File: src/rtl/sbfl_pkg.sv
// Package for the slab block free-list allocator: constants, codes and item types.
package sbfl_pkg;

    // Slab geometry.
    localparam int MAX_BLOCKS = 1024;
    localparam int IDX_W      = $clog2(MAX_BLOCKS);
    localparam int CNT_W      = $clog2(MAX_BLOCKS + 1);

    // Field widths of the item payloads and the configuration registers.
    localparam int SIZE_W  = 32;
    localparam int OFF_W   = 42;
    localparam int BCNT_W  = 11;
    localparam int CFG_W   = 32;
    localparam int STEP_W  = $clog2(SIZE_W);

    // Register reset values.
    localparam logic [BCNT_W-1:0] BLOCK_COUNT_RESET = BCNT_W'(1024);
    localparam logic [SIZE_W-1:0] BLOCK_SIZE_RESET  = SIZE_W'(4096);

    // Configuration register indexes.
    typedef enum logic
    {
        CFG_BLOCK_COUNT = 1'b0,
        CFG_BLOCK_SIZE  = 1'b1
    } cfg_idx_t;

    // Request opcodes.
    typedef enum logic
    {
        OP_ALLOC = 1'b0,
        OP_FREE  = 1'b1
    } opcode_t;

    // Result status codes.
    typedef enum logic [2:0]
    {
        ST_OK        = 3'd0,
        ST_ZERO      = 3'd1,
        ST_SIZE      = 3'd2,
        ST_ALIGN     = 3'd3,
        ST_EXHAUSTED = 3'd4,
        ST_BAD_FREE  = 3'd5
    } status_t;

    // Operation applied to every cell of the stack chain.
    typedef enum logic [1:0]
    {
        STK_HOLD = 2'd0,
        STK_PUSH = 2'd1,
        STK_POP  = 2'd2
    } stk_op_t;

    // Control states of the top level.
    typedef enum logic [1:0]
    {
        S_IDLE = 2'd0,
        S_REM  = 2'd1,
        S_EXEC = 2'd2,
        S_OUT  = 2'd3
    } state_t;

    // Input item.
    typedef struct packed
    {
        opcode_t           opcode;
        logic [SIZE_W-1:0] request_size;
        logic [SIZE_W-1:0] alignment;
        logic [IDX_W-1:0]  free_index;
    } req_t;

    // Result item.
    typedef struct packed
    {
        status_t          status;
        logic [IDX_W-1:0] block_index;
        logic [OFF_W-1:0] block_offset;
    } rsp_t;

    // Status of the remainder unit.
    typedef struct packed
    {
        logic done;
        logic zero;
    } rem_stat_t;

endpackage

File: src/rtl/sbfl_rem.sv
// Bit-serial restoring remainder unit: tests whether the alignment divides the block size.
module sbfl_rem
    import sbfl_pkg::*;
(
    input  logic              clk,
    input  logic              rst_n,
    input  logic              start,
    input  logic [SIZE_W-1:0] dividend,
    input  logic [SIZE_W-1:0] divisor,
    output rem_stat_t         stat
);

    logic              busy_reg;
    logic              busy_next;
    logic              done_reg;
    logic              done_next;
    logic [STEP_W-1:0] step_reg;
    logic [STEP_W-1:0] step_next;
    logic [SIZE_W-1:0] dvd_reg;
    logic [SIZE_W-1:0] dvd_next;
    logic [SIZE_W-1:0] dvs_reg;
    logic [SIZE_W-1:0] dvs_next;
    logic [SIZE_W-1:0] rem_reg;
    logic [SIZE_W-1:0] rem_next;
    logic [SIZE_W:0]   shifted;
    logic [SIZE_W:0]   diff;

    // One quotient bit per cycle: shift in the next dividend bit, subtract if it fits.
    always_comb
    begin
        shifted   = {rem_reg, dvd_reg[SIZE_W-1]};
        diff      = shifted - {1'b0, dvs_reg};
        busy_next = busy_reg;
        done_next = 1'b0;
        step_next = step_reg;
        dvd_next  = dvd_reg;
        dvs_next  = dvs_reg;
        rem_next  = rem_reg;
        if (start)
        begin
            busy_next = 1'b1;
            step_next = '0;
            dvd_next  = dividend;
            dvs_next  = divisor;
            rem_next  = '0;
        end
        else if (busy_reg)
        begin
            dvd_next  = {dvd_reg[SIZE_W-2:0], 1'b0};
            rem_next  = diff[SIZE_W] ? shifted[SIZE_W-1:0] : diff[SIZE_W-1:0];
            step_next = step_reg + 1'b1;
            if (step_reg == STEP_W'(SIZE_W - 1))
            begin
                busy_next = 1'b0;
                done_next = 1'b1;
            end
        end
    end

    // Control flags.
    always_ff @(posedge clk or negedge rst_n)
    begin
        if (!rst_n)
        begin
            busy_reg <= 1'b0;
            done_reg <= 1'b0;
            step_reg <= '0;
        end
        else
        begin
            busy_reg <= busy_next;
            done_reg <= done_next;
            step_reg <= step_next;
        end
    end

    // Operand and partial remainder registers.
    always_ff @(posedge clk)
    begin
        dvd_reg <= dvd_next;
        dvs_reg <= dvs_next;
        rem_reg <= rem_next;
    end

    assign stat.done = done_reg;
    assign stat.zero = (rem_reg == '0);

endmodule

File: config.mk
export PLATFORM = sky130hd
export DESIGN_NAME = sbfl_rem
export DESIGN_NICKNAME = d
export VERILOG_FILES = /design/src/rtl/sbfl_pkg.sv /design/src/rtl/sbfl_rem.sv
export SDC_FILE = /design/constraint.sdc
export NUM_CORES = 1
export LEC_CHECK = 0
export BUFFER_PORTS_ARGS = -buffer_cell sky130_fd_sc_hd__buf_2
export CORE_MARGIN = 4
export CORE_UTILIZATION = 50
export DETAILED_ROUTE_END_ITERATION = 8
export PLACE_DENSITY = 0.78
export SLEW_MARGIN = 20
export SYNTH_ARGS = -nofsm -noshare
export SYNTH_HDL_FRONTEND = slang
export SYNTH_SLANG_ARGS = --single-unit
File: constraint.sdc
create_clock -name clk -period 2.7 [get_ports clk]
set_input_delay 0.135 -clock clk [delete_from_list [all_inputs] [get_ports clk]]
set_output_delay 0.135 -clock clk [all_outputs]
set_load 0.01 [all_outputs]
==> reports/metrics.cfg <==
[hold_path]
hold_class=in -> reg

[global_route]
grt_pass1_vias=4961
grt_max_degree=92
grt_pass1_wl_mm=23.28
antenna_found_initial=0
grt-ovfl-total=0
grt_use_total_pct=20.34

[timing]
layout_setup_ws_ns=-0.1243
tightest_slew_ns=0.8024
hold_ws_ns=0.05259
fin_crit_ns=2.824
finClkSkew_ns=0.01298
setup_viol_count_final=27
slew_headroom_pct=46.51
report.final.slew_viol_count=0
period_share_pct=104.6
hold_viol=0
rsz0062_at_grt=yes
fmax_ghz=0.3541

[floorplanning]
dieArea_um2=13760
num_io_pins=69
core_um2=11560
die_w_um=117.3
chipHeight_um=117.3
start_util_pct=51.65
fp-row-count=39

[cells_and_area]
drive_gt1_share_pct=32.88
finalNetCount=827
area.growth.synth_to_final_pct=31.15
postLayoutCellArea_um2=7834
num_antenna_cells=0

[critical_path]
crit_buf_inv=2
worst_ep_required_time_ns=2.91
worstPathCellList=inv_1 > ha_1 > a211oi_2 > o21ai_1 > a41oi_2 > o211ai_1 > a31o_4 > xnor2_4 > buf_6 > nor2_1 > a21oi_1 > a211oi_1
cp_max_fo=6
crit_slowest_cell=edfxtp_1
end_kind=flip-flop
cpPeakStageDelay_ns=0.33
worstPathArrival_ns=3.03
critical_path_class=reg -> reg
critPathTopFamily=compound AO/OA/AOI/OAI gates
start_kind=flip-flop

[clock_network]
insertion_delay_ns=0.36
cts_tree=yes
clkSlewWorstSetupHoldPaths_ns=0.08
clock_path_buffers=2
numCtsBuffers=9
cts.sinks=103
h-tree-depth=3
root_buffer=clkbuf_16

[routing]
routed-via-count=5022
drc=0
drtPass1Iterations=5
vias_per_cell=5.753
post_drt_wl_per_cell_um=17.05
drt_iter0_drc=410
drt_wl_total_mm=14.89
ant_nets=0

[yosys]
synth_flop_cell=edfxtp_1
postSynthCellCount=584
ys_seq_area_share_pct=45.83
synth_area_per_cell_um2=10.23
synth_area_leaders=edfxtp_1, dfxtp_1, ha_1
synth_nets=686
synth-seq-cells=103
netlist_area_um2=5973
synth_edf_count=64
yosys_warnings=0
async_flop_share_pct=6.796
synth.most_common_cell=nand2_1
synth_common_cells=nand2_1, edfxtp_1, nor2_1
synth_top_area_share_pct=32.17
synth_cell_types=72
synth_top_area_cell=edfxtp_1

[place]
placedInstanceArea_um2=6704
portBuffers=68
hpwl_mm=9.753
pre_cts_ws_ns=-0.1604
routabilityCongestion=0.9483

[power_and_ir_drop]
power.density_nw_per_um2=996.0
p_leak_nw=3.330
peakVddDrop_uv=617.2

[run_status]
status=complete, but fails checks
violations=setup timing

[run]
drv_cap=0

path summary, 6_finish.rpt:
| check | start | endpoint | slack [ns] | depth (start not counted) |
|---|---|---|---|---|
| worst max-delay path | dvs_reg[21] | rem_reg[0] | -0.12 | 12 |
| worst min-delay path | dividend[0] | dvd_reg[0] | 0.05 | 2 |
| worst max register to register | dvs_reg[21] | rem_reg[0] | -0.12 | 12 |
| worst min register to register | rem_reg[21] | rem_reg[22] | 0.52 | 2 |
| max in group asynchronous | rst_n | busy_reg | 2.41 | 2 |
| min in group asynchronous | rst_n | step_reg[0] | 0.13 | 2 |
power breakdown:
part,internal [W],switching [W]
Combinational,0.00203,0.00222
Sequential,0.00198,0.000279
Clock,0.000655,0.000638
Total,0.00466,0.00314
per-layer routing:
layer,part of all wire [%],wire [um],up-vias,global-route usage (%)
met4,2.0,294,0,8.138
met3,5.5,813,23,5.534
met5,0,0,-,0
li1,-,-,2436,-
met2,51,7665,144,34.21
met1,41,6112,2419,24.86
per-stage QoR:
step,util (%),std cells,power [W],setup TNS (ns)
floorplan,-,584,0.004478,0
global placement,57.97,813,0.005429,-0.03076
detailed placement,57.97,813,0.005591,-2.253
CTS,64.23,863,0.007095,0
global route,67.74,873,0.008236,-4.900
finish,67.74,873,0.007803,-1.087
cell families after synthesis:
group | after synthesis | synth area share (%)
AO/OA/AOI/OAI | 132 | 16.32
XOR/XNOR | 27 | 4.085
adder cells (fa/ha/maj) | 35 | 7.457
buffers and inverters | 65 | 4.964
flip-flops | 103 | 45.83
multiplexers | 35 | 6.514
AND/OR/NAND/NOR | 187 | 14.83
layout by cell type, fill, tap and decap left out, drive strengths merged, types with 5 or more instances in the layout:
cell type    instances
a21o                12
dfxtp               32
clkbuf               9
dfrtp                7
nand4                6
nor3                 7
and2                 5
a21oi               30
nand2b               8
nand2               68
o21ai               19
nand3               10
nor4                 8
dlygate4sd3         33
a211oi               6
mux2                31
buf                124
inv                 43
nor2                49
xnor2               15
edfxtp              64
ha                  34
xor2                12
a311oi              28
what timing repair did:
action	in CTS	in global routing
buffers inserted	1	6
hold buffers	33	0
resized for setup	16	72
endpoints found under the setup margin	32	32
endpoints found under the hold margin	39	0
gates cloned	0	4
pin swaps	3	44
area by class of cell:
cell class	count	area [um2]
tap	143	178.9
inverter	38	142.6
fill	819	3731
multi-input combinational	416	3314
clock buffer	9	225.2
clock inverter	7	70.07
timing repair buffer	157	1164
sequential	103	2739
worst register-to-register path, stage by stage (launching register included):
cell	delay, ns
edfxtp_1	0.33
inv_1	0.05
ha_1	0.31
a211oi_2	0.27
o21ai_1	0.17
a41oi_2	0.26
o211ai_1	0.16
a31o_4	0.28
xnor2_4	0.30
buf_6	0.20
nor2_1	0.06
a21oi_1	0.18
a211oi_1	0.10
(Power assumes the default switching activity.)
